File: src/rtl/uart_rf_pkg.sv
// shared types, register codes and constants for the uart register file
`default_nettype none

package uart_rf_pkg;

    // default fifo depths
    localparam int unsigned RX_DEPTH_DEF = 16;
    localparam int unsigned TX_DEPTH_DEF = 16;

    // request function codes
    localparam logic [1:0] FUNC_READ  = 2'd0;
    localparam logic [1:0] FUNC_WRITE = 2'd1;
    localparam logic [1:0] FUNC_RX    = 2'd2;
    localparam logic [1:0] FUNC_TICK  = 2'd3;

    // register offsets
    localparam logic [2:0] ADDR_RBR = 3'd0;
    localparam logic [2:0] ADDR_IER = 3'd1;
    localparam logic [2:0] ADDR_IIR = 3'd2;
    localparam logic [2:0] ADDR_FCR = 3'd2;
    localparam logic [2:0] ADDR_LCR = 3'd3;
    localparam logic [2:0] ADDR_MCR = 3'd4;
    localparam logic [2:0] ADDR_LSR = 3'd5;
    localparam logic [2:0] ADDR_MSR = 3'd6;
    localparam logic [2:0] ADDR_SCR = 3'd7;

    // register bits and fixed values
    localparam int unsigned DLAB_BIT  = 7;
    localparam logic [7:0]  IER_MASK  = 8'h0F;
    localparam logic [7:0]  IIR_VALUE = 8'h01;
    localparam logic [7:0]  LSR_DR    = 8'h01;
    localparam logic [7:0]  LSR_THRE  = 8'h20;
    localparam logic [7:0]  LSR_TEMT  = 8'h40;
    localparam logic [7:0]  FCR_EN    = 8'h01;
    localparam logic [7:0]  FCR_RXCLR = 8'h02;
    localparam logic [7:0]  FCR_TXCLR = 8'h04;

    // one request as held in the input register
    typedef struct packed {
        logic [1:0] func;
        logic [2:0] reg_addr;
        logic [7:0] byte_in;
    } req_t;

    // one response as held in the output register
    typedef struct packed {
        logic [7:0] read_data;
        logic       rx_dropped;
        logic       tx_overflow;
        logic       tx_valid;
        logic [7:0] tx_byte;
    } rsp_t;

    // fifo control from the register file
    typedef struct packed {
        logic push;
        logic pop;
        logic clear;
    } fifo_cmd_t;

    // fifo status back to the register file
    typedef struct packed {
        logic empty;
        logic full;
        logic last;
    } fifo_stat_t;

endpackage

`default_nettype wire

File: src/rtl/uart_rf_req_if.sv
// request channel interface: valid, ready and the request payload
`default_nettype none

interface uart_rf_req_if;
    logic       valid;
    logic       ready;
    logic [1:0] func;
    logic [2:0] reg_addr;
    logic [7:0] byte_in;

    modport source (output valid, output func, output reg_addr, output byte_in, input ready);
    modport sink   (input valid, input func, input reg_addr, input byte_in, output ready);
endinterface

`default_nettype wire

File: src/rtl/uart_rf_rsp_if.sv
// response channel interface: valid, ready and the response payload
`default_nettype none

interface uart_rf_rsp_if;
    logic       valid;
    logic       ready;
    logic [7:0] read_data;
    logic       rx_dropped;
    logic       tx_overflow;
    logic       tx_valid;
    logic [7:0] tx_byte;

    modport source (output valid, output read_data, output rx_dropped, output tx_overflow,
                    output tx_valid, output tx_byte, input ready);
    modport sink   (input valid, input read_data, input rx_dropped, input tx_overflow,
                    input tx_valid, input tx_byte, output ready);
endinterface

`default_nettype wire

File: src/rtl/uart_rf_fifo.sv
// circular byte fifo with head pointer, fill count and registered head read
`default_nettype none

module uart_rf_fifo #(
    parameter int unsigned DEPTH = uart_rf_pkg::RX_DEPTH_DEF
) (
    input  wire logic                   clk,
    input  wire logic                   rst_n,
    input  wire uart_rf_pkg::fifo_cmd_t cmd,
    input  wire logic [7:0]             wr_data,
    output uart_rf_pkg::fifo_stat_t     stat,
    output logic [7:0]                  rd_data
);

    localparam int unsigned AW = (DEPTH > 1) ? $clog2(DEPTH) : 1;
    localparam int unsigned CW = $clog2(DEPTH + 1);
    localparam int unsigned SW = CW + 1;

    logic [7:0]    mem [DEPTH];
    logic [AW-1:0] head_reg;
    logic [AW-1:0] head_next;
    logic [CW-1:0] count_reg;
    logic [CW-1:0] count_next;
    logic [SW-1:0] tail_sum;
    logic [SW-1:0] tail_wrap;
    logic [AW-1:0] tail;
    logic [AW-1:0] head_inc;
    logic [7:0]    rd_reg;

    // write slot is head plus count, wrapped once
    always_comb
    begin
        tail_sum  = SW'(head_reg) + SW'(count_reg);
        tail_wrap = (tail_sum >= SW'(DEPTH)) ? (tail_sum - SW'(DEPTH)) : tail_sum;
        tail      = tail_wrap[AW-1:0];
        head_inc  = (head_reg == AW'(DEPTH - 1)) ? '0 : (head_reg + 1'b1);
    end

    // pointer and count update
    always_comb
    begin
        head_next  = head_reg;
        count_next = count_reg;
        if (cmd.clear)
        begin
            head_next  = '0;
            count_next = '0;
        end
        else if (cmd.push)
        begin
            count_next = count_reg + 1'b1;
        end
        else if (cmd.pop)
        begin
            head_next  = head_inc;
            count_next = count_reg - 1'b1;
        end
    end

    always_ff @(posedge clk or negedge rst_n)
    begin
        if (!rst_n)
        begin
            head_reg  <= '0;
            count_reg <= '0;
        end
        else
        begin
            head_reg  <= head_next;
            count_reg <= count_next;
        end
    end

    // storage write
    always_ff @(posedge clk)
    begin
        if (cmd.push && !cmd.clear)
        begin
            mem[tail] <= wr_data;
        end
    end

    // head entry read ahead from the next head pointer, with bypass of a write to that slot
    always_ff @(posedge clk)
    begin
        if (cmd.push && !cmd.clear && (tail == head_next))
        begin
            rd_reg <= wr_data;
        end
        else
        begin
            rd_reg <= mem[head_next];
        end
    end

    assign rd_data    = rd_reg;
    assign stat.empty = (count_reg == '0);
    assign stat.full  = (count_reg == CW'(DEPTH));
    assign stat.last  = (count_reg == CW'(1));

endmodule

`default_nettype wire

File: src/rtl/uart_rf_regs.sv
// register file decode: line control, divisor, status and fifo commands
`default_nettype none

module uart_rf_regs (
    input  wire logic                    clk,
    input  wire logic                    rst_n,
    input  wire logic                    work,
    input  wire uart_rf_pkg::req_t       req,
    input  wire uart_rf_pkg::fifo_stat_t rx_stat,
    input  wire uart_rf_pkg::fifo_stat_t tx_stat,
    input  wire logic [7:0]              rx_data,
    input  wire logic [7:0]              tx_data,
    output uart_rf_pkg::fifo_cmd_t       rx_cmd,
    output uart_rf_pkg::fifo_cmd_t       tx_cmd,
    output uart_rf_pkg::rsp_t            rsp,
    output logic                         dr,
    output logic                         thre,
    output logic                         temt
);

    logic [7:0] lcr_reg, lcr_next;
    logic [3:0] ier_reg, ier_next;
    logic [7:0] mcr_reg, mcr_next;
    logic [7:0] scr_reg, scr_next;
    logic [7:0] dll_reg, dll_next;
    logic [7:0] dlm_reg, dlm_next;
    logic       dr_reg, dr_next;
    logic       thre_reg, thre_next;
    logic       temt_reg, temt_next;
    logic       dlab;
    logic [7:0] lsr_value;

    assign dlab      = lcr_reg[uart_rf_pkg::DLAB_BIT];
    assign lsr_value = (dr_reg   ? uart_rf_pkg::LSR_DR   : 8'h00)
                     | (thre_reg ? uart_rf_pkg::LSR_THRE : 8'h00)
                     | (temt_reg ? uart_rf_pkg::LSR_TEMT : 8'h00);

    // single pass decode of one request
    always_comb
    begin
        lcr_next  = lcr_reg;
        ier_next  = ier_reg;
        mcr_next  = mcr_reg;
        scr_next  = scr_reg;
        dll_next  = dll_reg;
        dlm_next  = dlm_reg;
        dr_next   = dr_reg;
        thre_next = thre_reg;
        temt_next = temt_reg;
        rx_cmd    = '0;
        tx_cmd    = '0;
        rsp       = '0;
        if (work)
        begin
            case (req.func)
                uart_rf_pkg::FUNC_READ:
                begin
                    case (req.reg_addr)
                        uart_rf_pkg::ADDR_RBR:
                        begin
                            if (dlab)
                            begin
                                rsp.read_data = dll_reg;
                            end
                            else if (!rx_stat.empty)
                            begin
                                rsp.read_data = rx_data;
                                rx_cmd.pop    = 1'b1;
                                if (rx_stat.last)
                                begin
                                    dr_next = 1'b0;
                                end
                            end
                        end
                        uart_rf_pkg::ADDR_IER:
                            rsp.read_data = dlab ? dlm_reg : {4'b0000, ier_reg};
                        uart_rf_pkg::ADDR_IIR: rsp.read_data = uart_rf_pkg::IIR_VALUE;
                        uart_rf_pkg::ADDR_LCR: rsp.read_data = lcr_reg;
                        uart_rf_pkg::ADDR_MCR: rsp.read_data = mcr_reg;
                        uart_rf_pkg::ADDR_LSR: rsp.read_data = lsr_value;
                        uart_rf_pkg::ADDR_SCR: rsp.read_data = scr_reg;
                        default:               rsp.read_data = 8'h00;
                    endcase
                end
                uart_rf_pkg::FUNC_WRITE:
                begin
                    case (req.reg_addr)
                        uart_rf_pkg::ADDR_RBR:
                        begin
                            if (dlab)
                            begin
                                dll_next = req.byte_in;
                            end
                            else
                            begin
                                tx_cmd.push     = !tx_stat.full;
                                rsp.tx_overflow = tx_stat.full;
                                thre_next       = 1'b0;
                                temt_next       = 1'b0;
                            end
                        end
                        uart_rf_pkg::ADDR_IER:
                        begin
                            if (dlab)
                            begin
                                dlm_next = req.byte_in;
                            end
                            else
                            begin
                                ier_next = 4'(req.byte_in & uart_rf_pkg::IER_MASK);
                            end
                        end
                        uart_rf_pkg::ADDR_FCR:
                        begin
                            if ((req.byte_in & uart_rf_pkg::FCR_EN) != 8'h00)
                            begin
                                if ((req.byte_in & uart_rf_pkg::FCR_RXCLR) != 8'h00)
                                begin
                                    rx_cmd.clear = 1'b1;
                                    dr_next      = 1'b0;
                                end
                                if ((req.byte_in & uart_rf_pkg::FCR_TXCLR) != 8'h00)
                                begin
                                    tx_cmd.clear = 1'b1;
                                    thre_next    = 1'b1;
                                end
                            end
                        end
                        uart_rf_pkg::ADDR_LCR: lcr_next = req.byte_in;
                        uart_rf_pkg::ADDR_MCR: mcr_next = req.byte_in;
                        uart_rf_pkg::ADDR_SCR: scr_next = req.byte_in;
                        default:               lcr_next = lcr_reg;
                    endcase
                end
                uart_rf_pkg::FUNC_RX:
                begin
                    if (rx_stat.full)
                    begin
                        rsp.rx_dropped = 1'b1;
                    end
                    else
                    begin
                        rx_cmd.push = 1'b1;
                        dr_next     = 1'b1;
                    end
                end
                default:
                begin
                    // transmit tick
                    if (!tx_stat.empty)
                    begin
                        tx_cmd.pop   = 1'b1;
                        rsp.tx_valid = 1'b1;
                        rsp.tx_byte  = tx_data;
                    end
                    if (tx_stat.empty || tx_stat.last)
                    begin
                        thre_next = 1'b1;
                        temt_next = 1'b1;
                    end
                end
            endcase
        end
    end

    always_ff @(posedge clk or negedge rst_n)
    begin
        if (!rst_n)
        begin
            lcr_reg  <= '0;
            ier_reg  <= '0;
            mcr_reg  <= '0;
            scr_reg  <= '0;
            dll_reg  <= '0;
            dlm_reg  <= '0;
            dr_reg   <= 1'b0;
            thre_reg <= 1'b1;
            temt_reg <= 1'b1;
        end
        else
        begin
            lcr_reg  <= lcr_next;
            ier_reg  <= ier_next;
            mcr_reg  <= mcr_next;
            scr_reg  <= scr_next;
            dll_reg  <= dll_next;
            dlm_reg  <= dlm_next;
            dr_reg   <= dr_next;
            thre_reg <= thre_next;
            temt_reg <= temt_next;
        end
    end

    assign dr   = dr_reg;
    assign thre = thre_reg;
    assign temt = temt_reg;

endmodule

`default_nettype wire

File: src/rtl/uart_register_fifo_block.sv
// Top level of the 16550-style uart register file with rx and tx fifos.
// Timing: a request accepted at an edge is held in the input register and decoded from
//   there; its response is registered once the output register can take it.
// Throughput: one request per cycle; the input stalls only while an unaccepted response
//   sits in the output register.
// Reset: control registers, fifo pointers and counts clear, LSR reads 0x60;
//   fifo storage is not cleared and needs no clearing pass.
`default_nettype none

module uart_register_fifo_block #(
    parameter int unsigned RX_DEPTH = uart_rf_pkg::RX_DEPTH_DEF,
    parameter int unsigned TX_DEPTH = uart_rf_pkg::TX_DEPTH_DEF
) (
    input  wire logic      clk,
    input  wire logic      rst_n,
    uart_rf_req_if.sink    req,
    uart_rf_rsp_if.source  rsp
);

    uart_rf_pkg::req_t       req_reg;
    logic                    req_valid_reg;
    uart_rf_pkg::rsp_t       rsp_reg;
    uart_rf_pkg::rsp_t       rsp_next;
    logic                    rsp_valid_reg;
    logic                    work;
    uart_rf_pkg::fifo_cmd_t  rx_cmd;
    uart_rf_pkg::fifo_cmd_t  tx_cmd;
    uart_rf_pkg::fifo_stat_t rx_stat;
    uart_rf_pkg::fifo_stat_t tx_stat;
    logic [7:0]              rx_data;
    logic [7:0]              tx_data;
    logic                    dr;
    logic                    thre;
    logic                    temt;

    // decode runs when a request is held and the output register can take it
    assign work      = req_valid_reg && (!rsp_valid_reg || rsp.ready);
    assign req.ready = !req_valid_reg || work;

    // input register
    always_ff @(posedge clk or negedge rst_n)
    begin
        if (!rst_n)
        begin
            req_valid_reg <= 1'b0;
        end
        else if (req.ready)
        begin
            req_valid_reg <= req.valid;
        end
    end

    always_ff @(posedge clk)
    begin
        if (req.ready && req.valid)
        begin
            req_reg.func     <= req.func;
            req_reg.reg_addr <= req.reg_addr;
            req_reg.byte_in  <= req.byte_in;
        end
    end

    uart_rf_regs u_regs (
        .clk     (clk),
        .rst_n   (rst_n),
        .work    (work),
        .req     (req_reg),
        .rx_stat (rx_stat),
        .tx_stat (tx_stat),
        .rx_data (rx_data),
        .tx_data (tx_data),
        .rx_cmd  (rx_cmd),
        .tx_cmd  (tx_cmd),
        .rsp     (rsp_next),
        .dr      (dr),
        .thre    (thre),
        .temt    (temt)
    );

    uart_rf_fifo #(.DEPTH(RX_DEPTH)) u_rx_fifo (
        .clk     (clk),
        .rst_n   (rst_n),
        .cmd     (rx_cmd),
        .wr_data (req_reg.byte_in),
        .stat    (rx_stat),
        .rd_data (rx_data)
    );

    uart_rf_fifo #(.DEPTH(TX_DEPTH)) u_tx_fifo (
        .clk     (clk),
        .rst_n   (rst_n),
        .cmd     (tx_cmd),
        .wr_data (req_reg.byte_in),
        .stat    (tx_stat),
        .rd_data (tx_data)
    );

    // output register
    always_ff @(posedge clk or negedge rst_n)
    begin
        if (!rst_n)
        begin
            rsp_valid_reg <= 1'b0;
        end
        else if (work)
        begin
            rsp_valid_reg <= 1'b1;
        end
        else if (rsp.ready)
        begin
            rsp_valid_reg <= 1'b0;
        end
    end

    always_ff @(posedge clk)
    begin
        if (work)
        begin
            rsp_reg <= rsp_next;
        end
    end

    assign rsp.valid       = rsp_valid_reg;
    assign rsp.read_data   = rsp_reg.read_data;
    assign rsp.rx_dropped  = rsp_reg.rx_dropped;
    assign rsp.tx_overflow = rsp_reg.tx_overflow;
    assign rsp.tx_valid    = rsp_reg.tx_valid;
    assign rsp.tx_byte     = rsp_reg.tx_byte;

    // data ready tracks a non-empty receive fifo
    a_dr_tracks_rx: assert property (@(posedge clk) disable iff (!rst_n)
        dr == !rx_stat.empty)
        else $error("DR out of step with receive fifo");

    // transmitter empty never without holding register empty
    a_temt_thre: assert property (@(posedge clk) disable iff (!rst_n)
        temt |-> thre)
        else $error("TEMT set while THRE clear");

    // a fifo is never popped empty
    a_no_empty_pop: assert property (@(posedge clk) disable iff (!rst_n)
        !(rx_cmd.pop && rx_stat.empty) && !(tx_cmd.pop && tx_stat.empty))
        else $error("pop from empty fifo");

    // a receive clear leaves the fifo empty
    a_rx_clear: assert property (@(posedge clk) disable iff (!rst_n)
        rx_cmd.clear |=> rx_stat.empty)
        else $error("receive fifo not empty after clear");

endmodule

`default_nettype wire
File: src/flat_wrapper.sv
// flat-port wrapper written by rule: the top's interface ports become plain ports
module uart_register_fifo_block_flat 
#(
    parameter int unsigned RX_DEPTH = uart_rf_pkg::RX_DEPTH_DEF,
    parameter int unsigned TX_DEPTH = uart_rf_pkg::TX_DEPTH_DEF
)
  (clk, rst_n, req_valid, req_func, req_reg_addr, req_byte_in, req_ready, rsp_valid, rsp_read_data, rsp_rx_dropped, rsp_tx_overflow, rsp_tx_valid, rsp_tx_byte, rsp_ready);
  uart_rf_req_if req_i ();
  uart_rf_rsp_if rsp_i ();
  input  wire logic clk;
  input  wire logic rst_n;
  input wire logic [$bits(req_i.valid)-1:0] req_valid;
  input wire logic [$bits(req_i.func)-1:0] req_func;
  input wire logic [$bits(req_i.reg_addr)-1:0] req_reg_addr;
  input wire logic [$bits(req_i.byte_in)-1:0] req_byte_in;
  output wire logic [$bits(req_i.ready)-1:0] req_ready;
  output wire logic [$bits(rsp_i.valid)-1:0] rsp_valid;
  output wire logic [$bits(rsp_i.read_data)-1:0] rsp_read_data;
  output wire logic [$bits(rsp_i.rx_dropped)-1:0] rsp_rx_dropped;
  output wire logic [$bits(rsp_i.tx_overflow)-1:0] rsp_tx_overflow;
  output wire logic [$bits(rsp_i.tx_valid)-1:0] rsp_tx_valid;
  output wire logic [$bits(rsp_i.tx_byte)-1:0] rsp_tx_byte;
  input wire logic [$bits(rsp_i.ready)-1:0] rsp_ready;
  assign req_i.valid = req_valid;
  assign req_i.func = req_func;
  assign req_i.reg_addr = req_reg_addr;
  assign req_i.byte_in = req_byte_in;
  assign req_ready = req_i.ready;
  assign rsp_valid = rsp_i.valid;
  assign rsp_read_data = rsp_i.read_data;
  assign rsp_rx_dropped = rsp_i.rx_dropped;
  assign rsp_tx_overflow = rsp_i.tx_overflow;
  assign rsp_tx_valid = rsp_i.tx_valid;
  assign rsp_tx_byte = rsp_i.tx_byte;
  assign rsp_i.ready = rsp_ready;
  uart_register_fifo_block #(.RX_DEPTH(RX_DEPTH), .TX_DEPTH(TX_DEPTH)) u_core (.clk(clk), .rst_n(rst_n), .req(req_i), .rsp(rsp_i));
endmodule
File: config.mk
export PLATFORM = sky130hd
export DESIGN_NAME = uart_register_fifo_block_flat
export DESIGN_NICKNAME = d
export VERILOG_FILES = /design/src/rtl/uart_rf_pkg.sv /design/src/rtl/uart_rf_req_if.sv /design/src/rtl/uart_rf_rsp_if.sv /design/src/rtl/uart_rf_fifo.sv /design/src/rtl/uart_rf_regs.sv /design/src/rtl/uart_register_fifo_block.sv /design/src/flat_wrapper.sv
export SDC_FILE = /design/constraint.sdc
export NUM_CORES = 1
export LEC_CHECK = 0
export ABC_AREA = 1
export BUFFER_PORTS_ARGS = -buffer_cell sky130_fd_sc_hd__buf_2
export CAP_MARGIN = 30
export CORE_MARGIN = 8
export CORE_UTILIZATION = 59
export DETAILED_ROUTE_END_ITERATION = 8
export PLACE_DENSITY = 0.8
export SLEW_MARGIN = 5
export SYNTH_ARGS = -nofsm -noshare
export SYNTH_HDL_FRONTEND = slang
export SYNTH_SLANG_ARGS = --single-unit
export TNS_END_PERCENT = 50
File: constraint.sdc
create_clock -name clk -period 2.38 [get_ports clk]
set_input_delay 0.119 -clock clk [delete_from_list [all_inputs] [get_ports clk]]
set_output_delay 0.119 -clock clk [all_outputs]
set_load 0.005 [all_outputs]
==> results.txt <==
The initial core utilization came out at about three fifths. The aggregate routed wire length is approximately 37000 µm. The delay of the slowest critical-path stage came out at between 0.5 and 0.6 ns. The maximum number of pins on one net before global-route repair is between 60 and 70. By area, the combinational part of the netlist is dominated by simple AND/OR/NAND/NOR gates.

For this design the ratio of total power to cell area is between 1000 and 1500 nW/µm². The total number of H-tree levels is 2. STA classifies the critical path endpoint as a flip-flop. Summed over its instances, the top area cell type makes up 55.9% of the synthesized netlist area. The worst-case reg-to-reg path depth is 6. Of the cells placed in the final design, the portion with a size suffix greater than 1 is about 14%. The top fanout value on the critical path is 8.

The critical path arrival came out at around 2.6 ns. The final period utilization is 101%. The core outline area came out at roughly 26000 µm². The count of mapped cells out of synthesis is about 1400. The share of the synthesized area in compound gates (AO/OA/AOI/OAI) came out at 6.72%.

The clock reaches the later pin of the worst-skew pair after 0.53 ns. The overall power consumption is 0.0198 W. The number of core rows came out at between 50 and 60. The remaining global-route overflow came out at 0. The congestion estimate from routability-driven global placement came to 0.901. After the last flow step, the layout net total stands at ~1600. The initial antenna violation count is 0.

sky130_fd_sc_hd__nand2_1 is the most common cell in the netlist. The required time of the critical path came out at 2.53 ns. The setup slack of the most critical reg-to-reg path came out at -0.02 ns. The post-layout utilization of the core is between 60% and 70%. The cell count after placement is approximately 1800. The area of all placed cells without fillers came out at roughly 18000 µm². In the final routed layout, each cell accounts on average for 19.7 µm. In the synthesized netlist, the cells that appear most often are sky130_fd_sc_hd__nand2_1, sky130_fd_sc_hd__edfxtp_1, sky130_fd_sc_hd__nand3_1. The count of pins over their slew limit is 0.

The number of synthesized register bits is ~360. The total global-route track usage came out at between 20% and 30%. The setup path with the least slack is of type reg -> reg.

Setup repair after global routing could not meet its margin everywhere. The vias per cell is around 6. TritonCTS built the clock tree. In this run the tightest slew margin relative to its limit is just under 50%.

The length of the first detailed-routing pass in iterations came out at 6. The timing-limited maximum frequency is 417 MHz. The global-route wire length before repair came out at approximately 58000 µm.

The number of clock sinks is about 360. The count of different cell masters after synthesis is 40. The post-synth net total is ~1500.

Port buffering added 37 buffers. The time the worst path needs with I/O delays and setup is 2.40 ns. The share of synthesized registers carrying an async set or reset is 18.5%. The number of endpoints with negative hold slack in the final report is 0. After synthesis, the cell types taking the most area are sky130_fd_sc_hd__edfxtp_1, sky130_fd_sc_hd__dfrtp_1, sky130_fd_sc_hd__nand2_1. The total placed instance area is 16300 µm². The final setup skew is 0.0308 ns. The adder and majority gate portion of the synthesized area came out at under 10%.

For this run, the number of Yosys warnings is 0. The critical path goes through ha_1 -> fa_1 -> xnor2_1 -> inv_1 -> nand2_1 -> nor2_1. The TritonCTS buffer count is 37. Of all cell types, the one taking the most synthesized area is sky130_fd_sc_hd__edfxtp_1. The number of nets with antenna violations after routing came out at 0. In this run the clock root is driven by a sky130_fd_sc_hd__clkbuf_16. The setup slack at placement is -0.0452 ns. The first-iteration detailed-routing DRC count came out at around 1300.

The number of enable flip-flop cells after synthesis came out at roughly 290. Setup violations remaining at the end of the flow were counted as 8. Among all flip-flop cells after synthesis, the most frequent one is sky130_fd_sc_hd__edfxtp_1. The tightest min-delay check is of the in -> async type. The share of synthesized area occupied by flip-flops and latches came out at a little under 70%.

The number of top-level pins is 38. The post-synthesis instance area came out at ~15000 µm². The overall die height came out at approximately 180 µm. The checks that failed: setup timing. The maximum clock insertion buffer count came out at 3.

The area enclosed by the die boundary came out at around 32000 µm². The number of buffer and inverter stages on the critical path is 1. The peak ir drop on the vdd network is between 0.0008 and 0.0009 V. The final standard cell count with taps included and fillers excluded came out at about 1900. The diode insertion count for antenna repair is 0. The number of global-route vias before repair came out at 10800. Clock-pin slew was measured on the worst setup and hold paths at roughly 0.060 ns.

The share of synthesized cell area in and, or, nand and nor gates came out at approximately 19%. The final route contains 11000 vias. The logic depth of the worst setup path including buffers is 6. The detailed-placement wirelength estimate came out at 22900 µm.

At the pin with the least slew margin, the transition time is approximately 0.76 ns. The die span in x is approximately 180 µm. The area growth from synthesis to layout came out at 14.7%. A synthesized cell averages 10.9 µm². The static power due to leakage is slightly below 7 nW. The largest individual stage delay along the critical path comes from the cell sky130_fd_sc_hd__nor2_1. In the synthesized netlist, mux cells make up 0% of the area. Among cell families on the critical path, the largest total delay comes from simple AND/OR/NAND/NOR gates. The post-route worst setup slack is -0.0156 ns. For this run, design rule violations remaining after detail routing come to 0. The fraction of synthesized cell area in xor and xnor cells is between 1 and 1.5%. The flow ran to the end, but the final reports show violations. The worst setup path is launched from a flip-flop.

Across the run, the number of max-cap violations was 0.
[cell usage in the layout, fill, tap and decap left out, types with 9 or more instances in the layout]
cell and n:
sky130_fd_sc_hd__inv_1 53, sky130_fd_sc_hd__a21oi_1 30, sky130_fd_sc_hd__o22ai_1 10, sky130_fd_sc_hd__buf_4 67, sky130_fd_sc_hd__edfxtp_1 288, sky130_fd_sc_hd__buf_2 37, sky130_fd_sc_hd__nand3_1 155, sky130_fd_sc_hd__dfrtp_1 64
sky130_fd_sc_hd__nor2_2 11, sky130_fd_sc_hd__o21ai_0 124, sky130_fd_sc_hd__nand2_2 12, sky130_fd_sc_hd__dlygate4sd3_1 18, sky130_fd_sc_hd__xor2_1 10, sky130_fd_sc_hd__clkbuf_16 39, sky130_fd_sc_hd__ha_1 16, sky130_fd_sc_hd__inv_2 9
sky130_fd_sc_hd__nand2_1 362, sky130_fd_sc_hd__nor2_1 131, sky130_fd_sc_hd__xnor2_1 9, sky130_fd_sc_hd__o211ai_1 10
[power by group]
part	internal (W)	leakage, nW	total, W	switching, W
logic	0.00197	2.82	0.00609	0.00413
clock network	0.00343	0.590	0.00578	0.00236
registers	0.00749	3.54	0.00793	0.000449
[worst reg2reg max path: stages, from the launching register on]
cell,delay (ns)
sky130_fd_sc_hd__dfrtp_1,0.41
sky130_fd_sc_hd__ha_1,0.25
sky130_fd_sc_hd__fa_1,0.44
sky130_fd_sc_hd__xnor2_1,0.15
sky130_fd_sc_hd__inv_1,0.07
sky130_fd_sc_hd__nand2_1,0.12
sky130_fd_sc_hd__nor2_1,0.59
[layer usage]
metal  part of all wire, %  wire [µm]  global-route usage (%)
met1                    40      14800                    30.8
met2                    49      18000                    38.9
met3                   8.0       2960                    3.94
met4                   3.5       1280                    9.62
met5                     0          0                       0
[cell type report]
type,count,area [µm²]
inverters,64,240
fillers,1776,8180
repair buffers,124,908
well taps,335,419
flip-flops and latches,363,10500
multi-input cells,928,4460
clock buffers,45,998
clock inverters,21,210
[metrics by stage]
step           TNS [ns]  hold slack (ns)
6_report         -0.100            0.228
2_1_floorplan         0           -0.177
3_5_place_dp     -0.636            0.214
4_1_cts               0            0.224
5_1_grt           -4.98            0.297
3_3_place_gp          0            0.203
[cell families (layout without fill, tap and decap cells)]
kind of cell | count (synthesis) | count (layout)
and+or+nand+nor | 699 | 699
DFF | 363 | 363
AOI/OAI and AO/OA | 192 | 192
buffers and inverters | 124 | 254
xor gates and xnor gates | 19 | 19
adders and majority gates | 18 | 18
[final timing paths]
check,start,to
worst min register to register,u_core.u_regs.dlm_reg[5]$_DFFE_PN0P_,u_core.u_regs.dlm_reg[5]$_DFFE_PN0P_
worst min-delay path,rst_n,u_core.u_regs.dlm_reg[3]$_DFFE_PN0P_
min in group clk,req_reg_addr[0],u_core.req_reg[8]$_DFFE_PP_
worst max register to register,u_core.u_rx_fifo.head_reg[0]$_DFF_PN0_,u_core.u_rx_fifo.mem[6][2]$_DFFE_PP_
max in group asynchronous,rst_n,u_core.u_regs.thre$_DFFE_PN1P_
worst max-delay path,u_core.u_rx_fifo.head_reg[0]$_DFF_PN0_,u_core.u_rx_fifo.mem[6][2]$_DFFE_PP_
[what timing repair did]
| action | 4_1_cts | 5_1_grt |
|---|---|---|
| setup buffers | 0 | 0 |
| endpoints found under the setup margin | 24 | 58 |
| gates cloned | 0 | 0 |
| resized for setup | 4 | 4 |
| hold buffers | 18 | 0 |
| hold endpoints to repair | 45 | 0 |
Power figures use the tool's default switching activity.
